$ cat src/design/hhv_pkg.sv
package hhv_pkg;

  // longest host value that is scanned, in bytes
  localparam int unsigned MaxHostLen = 4096;
  // byte counters must hold the bound itself
  localparam int unsigned PosW = $clog2(MaxHostLen + 1);
  localparam int unsigned HostLenW = 13;

  localparam logic [7:0] ChDot      = 8'h2E;
  localparam logic [7:0] ChColon    = 8'h3A;
  localparam logic [7:0] ChLBracket = 8'h5B;
  localparam logic [7:0] ChRBracket = 8'h5D;
  localparam logic [7:0] ChNul      = 8'h00;
  localparam logic [7:0] ChSlash    = 8'h2F;
  localparam logic [7:0] ChUpperA   = 8'h41;
  localparam logic [7:0] ChUpperZ   = 8'h5A;

  typedef enum logic [1:0] {
    MODE_USUAL   = 2'd0,
    MODE_LITERAL = 2'd1,
    MODE_REST    = 2'd2
  } scan_mode_e;

  typedef struct packed {
    logic                needs_lowercase;
    logic [HostLenW-1:0] host_length;
    logic                verdict;
  } result_t;

endpackage

$ cat src/design/http_host_validator.sv
// http host value checker
// slave stream: one byte of the host header value per word in s_axis_tdata,
//   s_axis_tlast high on the final byte of the value
// master stream: one result word per value, sent after its last byte
//   (verdict, kept host length, lower-casing needed)
// a word accepted sits in the input register and is scanned from there; for a
//   last byte the result goes into the result register and shows on
//   m_axis_tvalid
// throughput is one byte per cycle unless a last byte waits for the result register;
//   the per-byte scan state update is a single compare-and-update step, so bytes flow back to back
// a rejected value still gives a result: verdict 1, length and flag zero
// reset clears the scan state and empties the input and result registers
// while the receiver stalls, the result is held; bytes that are not last keep
//   streaming in, and a last byte waits in the input register until the
//   result register frees up
module http_host_validator (
  input  logic        clk_i,
  input  logic        rst_ni,
  input  logic        s_axis_tvalid,
  output logic        s_axis_tready,
  input  logic [7:0]  s_axis_tdata,  // [7:0] data_byte
  input  logic        s_axis_tlast,  // last
  output logic        m_axis_tvalid,
  input  logic        m_axis_tready,
  output logic [15:0] m_axis_tdata   // [0] verdict, [13:1] host_length,
                                     // [14] needs_lowercase, [15] zero
);

  // input register
  logic       in_valid_q, in_valid_d;
  logic [7:0] in_byte_q;
  logic       in_last_q;

  // result register
  logic             out_valid_q, out_valid_d;
  hhv_pkg::result_t out_res_q;
  hhv_pkg::result_t scan_res;

  logic in_take;
  logic out_free;
  logic scan_fire;

  assign out_free      = !out_valid_q || m_axis_tready;
  // a last byte needs room for its result
  assign scan_fire     = in_valid_q && (!in_last_q || out_free);
  assign s_axis_tready = !in_valid_q || scan_fire;
  assign in_take       = s_axis_tvalid && s_axis_tready;

  hhv_scan u_scan (
    .clk_i       (clk_i),
    .rst_ni      (rst_ni),
    .fire_i      (scan_fire),
    .data_byte_i (in_byte_q),
    .last_i      (in_last_q),
    .result_o    (scan_res)
  );

  always_comb begin
    in_valid_d = in_valid_q;
    if (in_take) in_valid_d = 1'b1;
    else if (scan_fire) in_valid_d = 1'b0;
  end

  always_comb begin
    out_valid_d = out_valid_q;
    if (scan_fire && in_last_q) out_valid_d = 1'b1;
    else if (m_axis_tready) out_valid_d = 1'b0;
  end

  always_ff @(posedge clk_i or negedge rst_ni) begin
    if (!rst_ni) begin
      in_valid_q  <= 1'b0;
      out_valid_q <= 1'b0;
    end else begin
      in_valid_q  <= in_valid_d;
      out_valid_q <= out_valid_d;
    end
  end

  // payload registers, no reset
  always_ff @(posedge clk_i) begin
    if (in_take) begin
      in_byte_q <= s_axis_tdata;
      in_last_q <= s_axis_tlast;
    end
    if (scan_fire && in_last_q) out_res_q <= scan_res;
  end

  assign m_axis_tvalid = out_valid_q;
  assign m_axis_tdata  = {1'b0, out_res_q.needs_lowercase, out_res_q.host_length,
                          out_res_q.verdict};

  // a rejected value reports no length and no lower-casing
  a_reject_clean : assert property (@(posedge clk_i) disable iff (!rst_ni)
    (m_axis_tvalid && m_axis_tdata[0]) |-> (m_axis_tdata[14:1] == '0))
    else $error("rejected result carries length or flag");

  // a last byte never overwrites a result that is still waiting
  a_no_overwrite : assert property (@(posedge clk_i) disable iff (!rst_ni)
    (in_valid_q && in_last_q && out_valid_q && !m_axis_tready) |-> !scan_fire)
    else $error("result register overwritten while stalled");

  // a stalled byte in the input register blocks new words
  a_in_hold : assert property (@(posedge clk_i) disable iff (!rst_ni)
    (in_valid_q && !scan_fire) |-> !s_axis_tready)
    else $error("input register overrun");

  // every scanned last byte produces a visible result next cycle
  a_result_follows : assert property (@(posedge clk_i) disable iff (!rst_ni)
    (scan_fire && in_last_q) |=> m_axis_tvalid)
    else $error("result lost after last byte");

endmodule

$ cat src/design/hhv_scan.sv
module hhv_scan (
  input  logic             clk_i,
  input  logic             rst_ni,
  input  logic             fire_i,
  input  logic [7:0]       data_byte_i,
  input  logic             last_i,
  output hhv_pkg::result_t result_o
);

  hhv_pkg::scan_mode_e          mode_q, mode_d;
  logic [hhv_pkg::PosW-1:0]     pos_q, pos_d;
  logic [hhv_pkg::PosW-1:0]     last_dot_q, last_dot_d;
  logic                         dot_seen_q, dot_seen_d;
  logic [hhv_pkg::PosW-1:0]     host_end_q, host_end_d;
  logic                         host_end_set_q, host_end_set_d;
  logic                         rejected_q, rejected_d;
  logic                         upper_seen_q, upper_seen_d;

  // state after this byte, before the end-of-value clear
  hhv_pkg::scan_mode_e          mode_n;
  logic [hhv_pkg::PosW-1:0]     pos_n, last_dot_n, host_end_n;
  logic                         dot_seen_n, host_end_set_n, rejected_n, upper_seen_n;
  logic [hhv_pkg::PosW-1:0]     kept_len;
  logic                         reject_final;

  always_comb begin
    mode_n         = mode_q;
    pos_n          = pos_q;
    last_dot_n     = last_dot_q;
    dot_seen_n     = dot_seen_q;
    host_end_n     = host_end_q;
    host_end_set_n = host_end_set_q;
    rejected_n     = rejected_q;
    upper_seen_n   = upper_seen_q;
    if (!rejected_q) begin
      if (pos_q >= hhv_pkg::PosW'(hhv_pkg::MaxHostLen)) begin
        rejected_n = 1'b1;
      end else begin
        pos_n = pos_q + 1'b1;
        case (data_byte_i)
          hhv_pkg::ChDot: begin
            // double dot
            if (dot_seen_q && (pos_q != '0) && (last_dot_q == pos_q - 1'b1)) begin
              rejected_n = 1'b1;
              pos_n      = pos_q;
            end else begin
              dot_seen_n = 1'b1;
              last_dot_n = pos_q;
            end
          end
          hhv_pkg::ChColon: begin
            if (mode_q == hhv_pkg::MODE_USUAL) begin
              host_end_n     = pos_q;
              host_end_set_n = 1'b1;
              mode_n         = hhv_pkg::MODE_REST;
            end
          end
          hhv_pkg::ChLBracket: begin
            if (pos_q == '0) mode_n = hhv_pkg::MODE_LITERAL;
          end
          hhv_pkg::ChRBracket: begin
            if (mode_q == hhv_pkg::MODE_LITERAL) begin
              host_end_n     = pos_q + 1'b1;
              host_end_set_n = 1'b1;
              mode_n         = hhv_pkg::MODE_REST;
            end
          end
          hhv_pkg::ChNul, hhv_pkg::ChSlash: begin
            rejected_n = 1'b1;
            pos_n      = pos_q;
          end
          default: begin
            if (data_byte_i inside {[hhv_pkg::ChUpperA:hhv_pkg::ChUpperZ]}) begin
              upper_seen_n = 1'b1;
            end
          end
        endcase
      end
    end
  end

  // end-of-value length, one trailing dot trimmed
  always_comb begin
    kept_len = host_end_set_n ? host_end_n : pos_n;
    if (dot_seen_n && (kept_len != '0) && (last_dot_n == kept_len - 1'b1)) begin
      kept_len = kept_len - 1'b1;
    end
    reject_final = rejected_n || (kept_len == '0);
    result_o.verdict         = reject_final;
    result_o.host_length     = reject_final ? '0 : hhv_pkg::HostLenW'(kept_len);
    result_o.needs_lowercase = !reject_final && upper_seen_n;
  end

  always_comb begin
    mode_d         = mode_q;
    pos_d          = pos_q;
    last_dot_d     = last_dot_q;
    dot_seen_d     = dot_seen_q;
    host_end_d     = host_end_q;
    host_end_set_d = host_end_set_q;
    rejected_d     = rejected_q;
    upper_seen_d   = upper_seen_q;
    if (fire_i) begin
      if (last_i) begin
        mode_d         = hhv_pkg::MODE_USUAL;
        pos_d          = '0;
        last_dot_d     = '0;
        dot_seen_d     = 1'b0;
        host_end_d     = '0;
        host_end_set_d = 1'b0;
        rejected_d     = 1'b0;
        upper_seen_d   = 1'b0;
      end else begin
        mode_d         = mode_n;
        pos_d          = pos_n;
        last_dot_d     = last_dot_n;
        dot_seen_d     = dot_seen_n;
        host_end_d     = host_end_n;
        host_end_set_d = host_end_set_n;
        rejected_d     = rejected_n;
        upper_seen_d   = upper_seen_n;
      end
    end
  end

  always_ff @(posedge clk_i or negedge rst_ni) begin
    if (!rst_ni) begin
      mode_q         <= hhv_pkg::MODE_USUAL;
      pos_q          <= '0;
      last_dot_q     <= '0;
      dot_seen_q     <= 1'b0;
      host_end_q     <= '0;
      host_end_set_q <= 1'b0;
      rejected_q     <= 1'b0;
      upper_seen_q   <= 1'b0;
    end else begin
      mode_q         <= mode_d;
      pos_q          <= pos_d;
      last_dot_q     <= last_dot_d;
      dot_seen_q     <= dot_seen_d;
      host_end_q     <= host_end_d;
      host_end_set_q <= host_end_set_d;
      rejected_q     <= rejected_d;
      upper_seen_q   <= upper_seen_d;
    end
  end

endmodule

$ cat config.mk
export PLATFORM = sky130hd
export DESIGN_NAME = http_host_validator
export DESIGN_NICKNAME = d
export VERILOG_FILES = /design/src/design/hhv_pkg.sv /design/src/design/http_host_validator.sv /design/src/design/hhv_scan.sv
export SDC_FILE = /design/constraint.sdc
export NUM_CORES = 1
export LEC_CHECK = 0
export ABC_CLOCK_PERIOD_IN_PS = 7650
export BUFFER_PORTS_ARGS = -buffer_cell sky130_fd_sc_hd__buf_2
export CAP_MARGIN = 40
export CORE_UTILIZATION = 63
export DETAILED_ROUTE_END_ITERATION = 8
export MAX_ROUTING_LAYER = met4
export PLACE_DENSITY = 0.84
export SYNTH_ARGS = -nofsm -noshare
export SYNTH_HDL_FRONTEND = slang
export SYNTH_SLANG_ARGS = --single-unit
export TNS_END_PERCENT = 30
$ cat constraint.sdc
create_clock -name clk_i -period 7.65 [get_ports clk_i]
set_input_delay 1.53 -clock clk_i [delete_from_list [all_inputs] [get_ports clk_i]]
set_output_delay 1.53 -clock clk_i [all_outputs]
set_load 0.02 [all_outputs]
# Yosys cells after proc, flatten, opt, wreduce, memory -nomap -nowiden
# Cells that the tools add are included.
[classes] add_sub_neg=3 n_reduce_logical=29 eq_ne=13 mux=50 order_cmp=3
[ops] cell="$mux W13" n=16
[ops] cell="$pmux W13 S2" n=2
[ops] cell="$eq A13 B13 Y1" n=2
[ops] cell="$logic_not A13 Y1" n=2
[ops] cell="$reduce_bool A13 Y1" n=2
[ops] cell="$sub A13 B1 Y13 const B" n=2
[ops] cell="$eq A8 B6 Y1 const B" n=3
[ops] cell="$mux W1" n=23
[ops] cell="$eq A8 B7 Y1 const B" n=2
[ops] cell="$add A13 B1 Y13 const B" n=1
[ops] cell="$ge A13 B13 Y1 const B" n=1
[ops] cell="$mux W2" n=6
[ops] cell="$logic_and A1 B1 Y1" n=9
[ops] cell="$ne A3 B2 Y1 const B" n=3
[ops] cell="$ge A8 B7 Y1 const B" n=1
[ops] cell="$le A8 B7 Y1 const B" n=1
[ops] cell="$logic_not A8 Y1" n=1
[ops] cell="$reduce_and A7 Y1" n=1
[ops] cell="$pmux W2 S3" n=1
[ops] cell="$reduce_or A6 Y1" n=1
[ops] cell="$logic_not A1 Y1" n=4
[ops] cell="$logic_or A1 B1 Y1" n=4
[ops] cell="$ne A2 B2 Y1 const B" n=2
[ops] cell="$pmux W1 S2" n=2
[ops] cell="5 further kinds" n=6
[totals] word_cells=113 inputBits=13 register_bits=71 out_inout_bits=18

# Depth between registers and ports, before layout
[logic_depth] ltp_word=16 ltp_mapped=25 mapped_depth_nobuf=20

# Hierarchy
# A second synthesis with hierarchy kept.
[unflattened] hier_cells=691 hier_area_um2=5875.6
[modules_own_cells] mod="hhv_scan" area_per_inst_um2=5026.1 n_inst=1 seq_area_each_um2=1126.1 cells_per_inst=655
[modules_own_cells] mod="http_host_validator" area_per_inst_um2=849.6 n_inst=1 seq_area_each_um2=770.7 cells_per_inst=36

# Least setup slack after synthesis
# OpenSTA, ideal clock, no wires.
[synth_timing] path_type="reg2reg" start="register u_scan.pos_q[0] in the netlist's numbering" end="register out_res_q (netlist bit m_axis_tdata[14]), data pin" required_time_ns=7.391 stages_incl_launch_ff=26 setup_time_ns=0.259 arrival_time_ns=5.929 setup_slack_ns=1.463 cell_sequence="dfrtp_1 -> clkbuf_1 -> inv_1 -> ha_1 -> or4b_2 -> or3_1 -> o31a_1 -> a2111o_1 -> or4_4 -> buf_6 -> a211oi_1 -> or2_2 -> ha_1 -> buf_1 -> nand2_1 -> o41ai_1 -> nor3b_1 -> a311o_1 -> nand4_1 -> a31oi_1 -> and4b_1 -> buf_6 -> buf_6 -> mux2i_1 -> nor2_1 -> o31a_1"
[synth_rtl] element="from (decl)" line="hhv_scan.sv:11" text="logic [hhv_pkg::PosW-1:0] pos_q, pos_d;"
[synth_rtl] element="from (signal assigned)" line="hhv_scan.sv:138" text="pos_q <= pos_d;"
[synth_rtl] element="to (signal assigned)" line="http_host_validator.sv:86" text="if (scan_fire && in_last_q) out_res_q <= scan_res;"
[synth_rtl] element="to (decl)" line="http_host_validator.sv:36" text="hhv_pkg::result_t out_res_q;"

==> run_results.csv <==
group,metric,value,unit
global_routing,via_count_of_the_first_global_routing_pass,5592,
logic_synthesis,synth_top_area_share,20.3,%
place,placed_cells,807,
place,dpl_worst_slack,743,ps
floorplanning,dieWidth,97.9,um
detailed_routing,detailed_routing_iteration_count_for_the_pre_antenna_repair_pass,7,
cells_and_area,final_nets,727,
clocking,clockBufferDepth,2,
critical_path,r2r_start,"u_scan.pos_q[0]$_DFFE_PN0P_",
logic_synthesis,synth_compound_area_share,21.9,%
logic_synthesis,asyncSetResetFlopFracSynth,66.2,%
timing,fin_tns_setup,0,ps
detailed_routing,met3_length,2350,um
logic_synthesis,synth_area,0.00579,mm^2
global_routing,total_routing_resource_utilization_after_global_routing,43.0,%
logic_synthesis,synth_top_family_by_area,"simple AND/OR/NAND/NOR gates",
logic_synthesis,synthesis.area_per_instance,8.15,um^2
logic_synthesis,synth_area_in_xor_xnor,8.02,%
cells_and_area,drive_above_1_share,12.4,%
min_path,hold_end,"u_scan.host_end_q[8]$_DFFE_PN0P_",
logic_synthesis,synth-simple-area-share,27.6,%
global_routing,grt_pass1_wl,30700,um
clocking,cts_made_buffers,9,
detailed_routing,post_drt_wl_per_cell,23.2,um
place,place.port_buffers,29,
critical_path,crit_type,"reg2reg",
timing,timing.final.hold_violations,0,
logic_synthesis,synth_sequential_area_ratio,32.8,%
cells_and_area,number_of_antenna_diodes,0,
global_routing,largest_net_degree_at_the_start_of_global_routing,36,
timing,fmax,0.141,GHz
clocking,buffer_type_at_the_clock_tree_root,"sky130_fd_sc_hd__clkbuf_8",
clocking,post_cts_setup_buffer_count,0,
critical_path,critical_path_required,7760,ps
clocking,ctsResizeCount,0,
logic_synthesis,synth_edf_count,24,
timing,timing.max_slew.rel_slack,38.5,%
cells_and_area,syn2layout_area_growth,7.50,%
clocking,clock_latency,360,ps
timing,setup_viol_count_final,0,
timing,grt_setup_unrepaired,"false",
logic_synthesis,ys_dominant_reg_cell,"sky130_fd_sc_hd__dfrtp_1",
timing,timing.clock.skew,14.4,ps
clocking,post_cts_hold_buffer_count,0,
detailed_routing,avgViaCountPerCell,7.20,
floorplanning,floorplan.core_area,0.00881,mm^2
logic_synthesis,ys_top_cells_by_area,"sky130_fd_sc_hd__dfrtp_1 20%, sky130_fd_sc_hd__edfxtp_1 12%, sky130_fd_sc_hd__xnor2_1 5.0%, sky130_fd_sc_hd__nand2_1 4.9%, sky130_fd_sc_hd__nor2_1 4.3%",
clocking,tritoncts_num_sinks,71,
detailed_routing,detail_route.iter0.violations,803,
detailed_routing,met1_length,7540,um
detailed_routing,top_sig_layer,"met4",
global_routing,grt_overflow_total,0,
cells_and_area,multiInputGateArea,0.00357,mm^2
cells_and_area,finish.cell_count_without_fillers,823,
floorplanning,placementRows,34,
detailed_routing,drt_wl_total,19100,um
floorplanning,die_y,97.9,um
global_routing,number_of_antenna_violations_at_the_first_check_in_global_routing,0,
logic_synthesis,synth.largest_area_cell,"sky130_fd_sc_hd__dfrtp_1",
logic_synthesis,synth_cell_type_count,73,
status,violated_checks,"design-rule violations",
place,dp_hpwl,14000,um
power_and_ir_drop,static-leakage-power,0.00252,uW
critical_path,timing.reg2reg.setup_slack,550,ps
critical_path,critical_path_arrival,7220,ps
logic_synthesis,ffs_latches_synth,71,
cells_and_area,mostFrequentLayoutCell,"sky130_fd_sc_hd__nand2_1",
timing,layout_setup_ws,550,ps
min_path,hold_crit_class,"reg2reg",
critical_path,worst_reg2reg_path_length_in_cells,20,
timing,finalMaxSlewViolations,0,
floorplanning,boundaryPins,31,
min_path,timing.hold.worst_path_depth,2,
detailed_routing,remaining_drc_errors,4,
cells_and_area,total_area_of_sequential_cells,0.00190,mm^2
run,maxCapViolations,0,
place,gp_routability_congestion,1.03,
floorplanning,dieArea,0.00958,mm^2
cells_and_area,filler_cell_count,705,
timing,fin_crit_sh,92.8,%
critical_path,r2r_end,"m_axis_tdata[14]$_DFFE_PP_",
logic_synthesis,ys_warn_count,0,
critical_path,critical_path_peak_fanout,15,
logic_synthesis,number_of_nets_in_the_synthesized_netlist,727,
detailed_routing,met2WireLength,8380,um
timing,period_minus_slack,7100,ps
critical_path,crit_path_end_kind,"register",
logic_synthesis,synthesis.instances,710,
cells_and_area,mostFrequentLayoutCells,"75 x sky130_fd_sc_hd__nand2_1, 67 x sky130_fd_sc_hd__nor2_1, 47 x sky130_fd_sc_hd__dfrtp_1",
logic_synthesis,post_synth_fa_ha_maj_area_fraction,0.864,%
timing,max_slew.worst_pin.slew,921,ps
floorplanning,effective_utilization_at_floorplan,65.7,%
clocking,cts.htree.levels,3,
status,result_of_the_run,"finished, violations left",
critical_path,critical_path_source_type,"register",
clocking,cts_tree,"yes",
clocking,path_clk_slew,90,ps
min_path,worst_hold_startpoint,"u_scan.host_end_q[8]$_DFFE_PN0P_",
detailed_routing,route.vias.total,5927,
power_and_ir_drop,ir_worst_vdd,0.191,mV
logic_synthesis,synth.area.mux_share,3.00,%
power_and_ir_drop,pwr_density_cell,180,mW/mm^2
detailed_routing,drtAntennaViolNets,0,
[stage by stage]
step                      hold WS (ps)  util [%]  cell area, um^2  total power [uW]
after floorplan                    448         -             5790               638
after global placement             460      67.2             5920               701
after detailed placement           468      67.6             5950               709
after CTS                          484      70.7             6220              1110
after global routing               516      70.7             6220              1160
final                              483      70.7             6220              1120
[area by class of cell]
cell class / instances / area share [%]
multi-input cells: 565 / 57.4
clock buffers: 9 / 1.99
well taps: 108 / 2.17
clock inverters: 7 / 2.33
inverters: 17 / 1.03
repair buffers: 46 / 4.58
flip-flops and latches: 71 / 30.5
[worst max path at each step]
stage                                 from                         end  slack, ps  cells after the start
6_report       u_scan.pos_q[0]$_DFFE_PN0P_  m_axis_tdata[14]$_DFFE_PP_        550                     20
5_1_grt        u_scan.pos_q[0]$_DFFE_PN0P_  m_axis_tdata[14]$_DFFE_PP_        170                     20
4_1_cts        u_scan.pos_q[0]$_DFFE_PN0P_  m_axis_tdata[14]$_DFFE_PP_        710                     20
3_5_place_dp   u_scan.pos_q[0]$_DFFE_PN0P_  m_axis_tdata[14]$_DFFE_PP_        740                     20
3_3_place_gp   u_scan.pos_q[0]$_DFFE_PN0P_  m_axis_tdata[14]$_DFFE_PP_       1040                     20
2_1_floorplan  u_scan.pos_q[0]$_DFFE_PN0P_  m_axis_tdata[14]$_DFFE_PP_       1460                     25
[power breakdown]
group	internal (uW)	leakage, uW	switching, uW	total (uW)
Clock	251	0.000130	159	409
Sequential	407	0.000881	18.7	426
Combinational	110	0.00151	176	286
Total	768	0.00252	353	1120
[sequential cells by signal, indices dropped and copies added, names as in the netlist]
name,count
u_scan.pos_q,13
u_scan.dot_seen_q,1
u_scan.upper_seen_q,1
m_axis_tvalid,1
in_last_q,1
in_byte_q,8
u_scan.rejected_q,1
u_scan.host_end_q,13
in_valid_q,1
u_scan.host_end_set_q,1
m_axis_tdata,15
u_scan.last_dot_q,13
u_scan.mode_q,2
[Yosys cell counts (14+ instances only)]
master,count
sky130_fd_sc_hd__nor2_1,67
sky130_fd_sc_hd__clkbuf_1,42
sky130_fd_sc_hd__o21ai_0,39
sky130_fd_sc_hd__nor3_1,37
sky130_fd_sc_hd__a21oi_1,38
sky130_fd_sc_hd__inv_1,17
sky130_fd_sc_hd__dfrtp_1,47
sky130_fd_sc_hd__edfxtp_1,24
sky130_fd_sc_hd__nand2_1,75
sky130_fd_sc_hd__xor2_1,20
sky130_fd_sc_hd__a22o_1,20
sky130_fd_sc_hd__nand3_1,22
sky130_fd_sc_hd__mux2i_1,14
sky130_fd_sc_hd__xnor2_1,33
[metal layers]
layer | track usage (%) | vias up
li1 | - | 2616
met1 | 55.7 | 2772
met2 | 64.4 | 451
met3 | 9.74 | 88
met4 | 18.9 | 0
met5 | - | -
[worst max-delay path: stages, from the launching register on]
cell	delay, ps
sky130_fd_sc_hd__dfrtp_1	570
sky130_fd_sc_hd__inv_1	230
sky130_fd_sc_hd__ha_1	280
sky130_fd_sc_hd__or4b_2	620
sky130_fd_sc_hd__or3_1	320
sky130_fd_sc_hd__o31a_1	300
sky130_fd_sc_hd__a2111o_1	400
sky130_fd_sc_hd__or4_4	620
sky130_fd_sc_hd__a211oi_1	330
sky130_fd_sc_hd__or2_2	190
sky130_fd_sc_hd__ha_1	330
sky130_fd_sc_hd__nand2_1	80
sky130_fd_sc_hd__o41ai_1	320
sky130_fd_sc_hd__nor3b_1	380
sky130_fd_sc_hd__a311o_1	230
sky130_fd_sc_hd__nand4_1	90
sky130_fd_sc_hd__a31oi_1	180
sky130_fd_sc_hd__and4b_1	640
sky130_fd_sc_hd__mux2i_1	270
sky130_fd_sc_hd__o211ai_1	140
sky130_fd_sc_hd__o31a_1	310
[cell families (layout without fill, tap and decap cells)]
group	count (synthesis)	in the layout
and+or+nand+nor	306	306
AOI/OAI and AO/OA	184	184
buffers and inverters	74	79
DFF	71	71
xor gates and xnor gates	53	53
muxes	17	17
adders and majority gates	4	4
other	1	1
No activity file was read; power rests on OpenSTA's default activity.
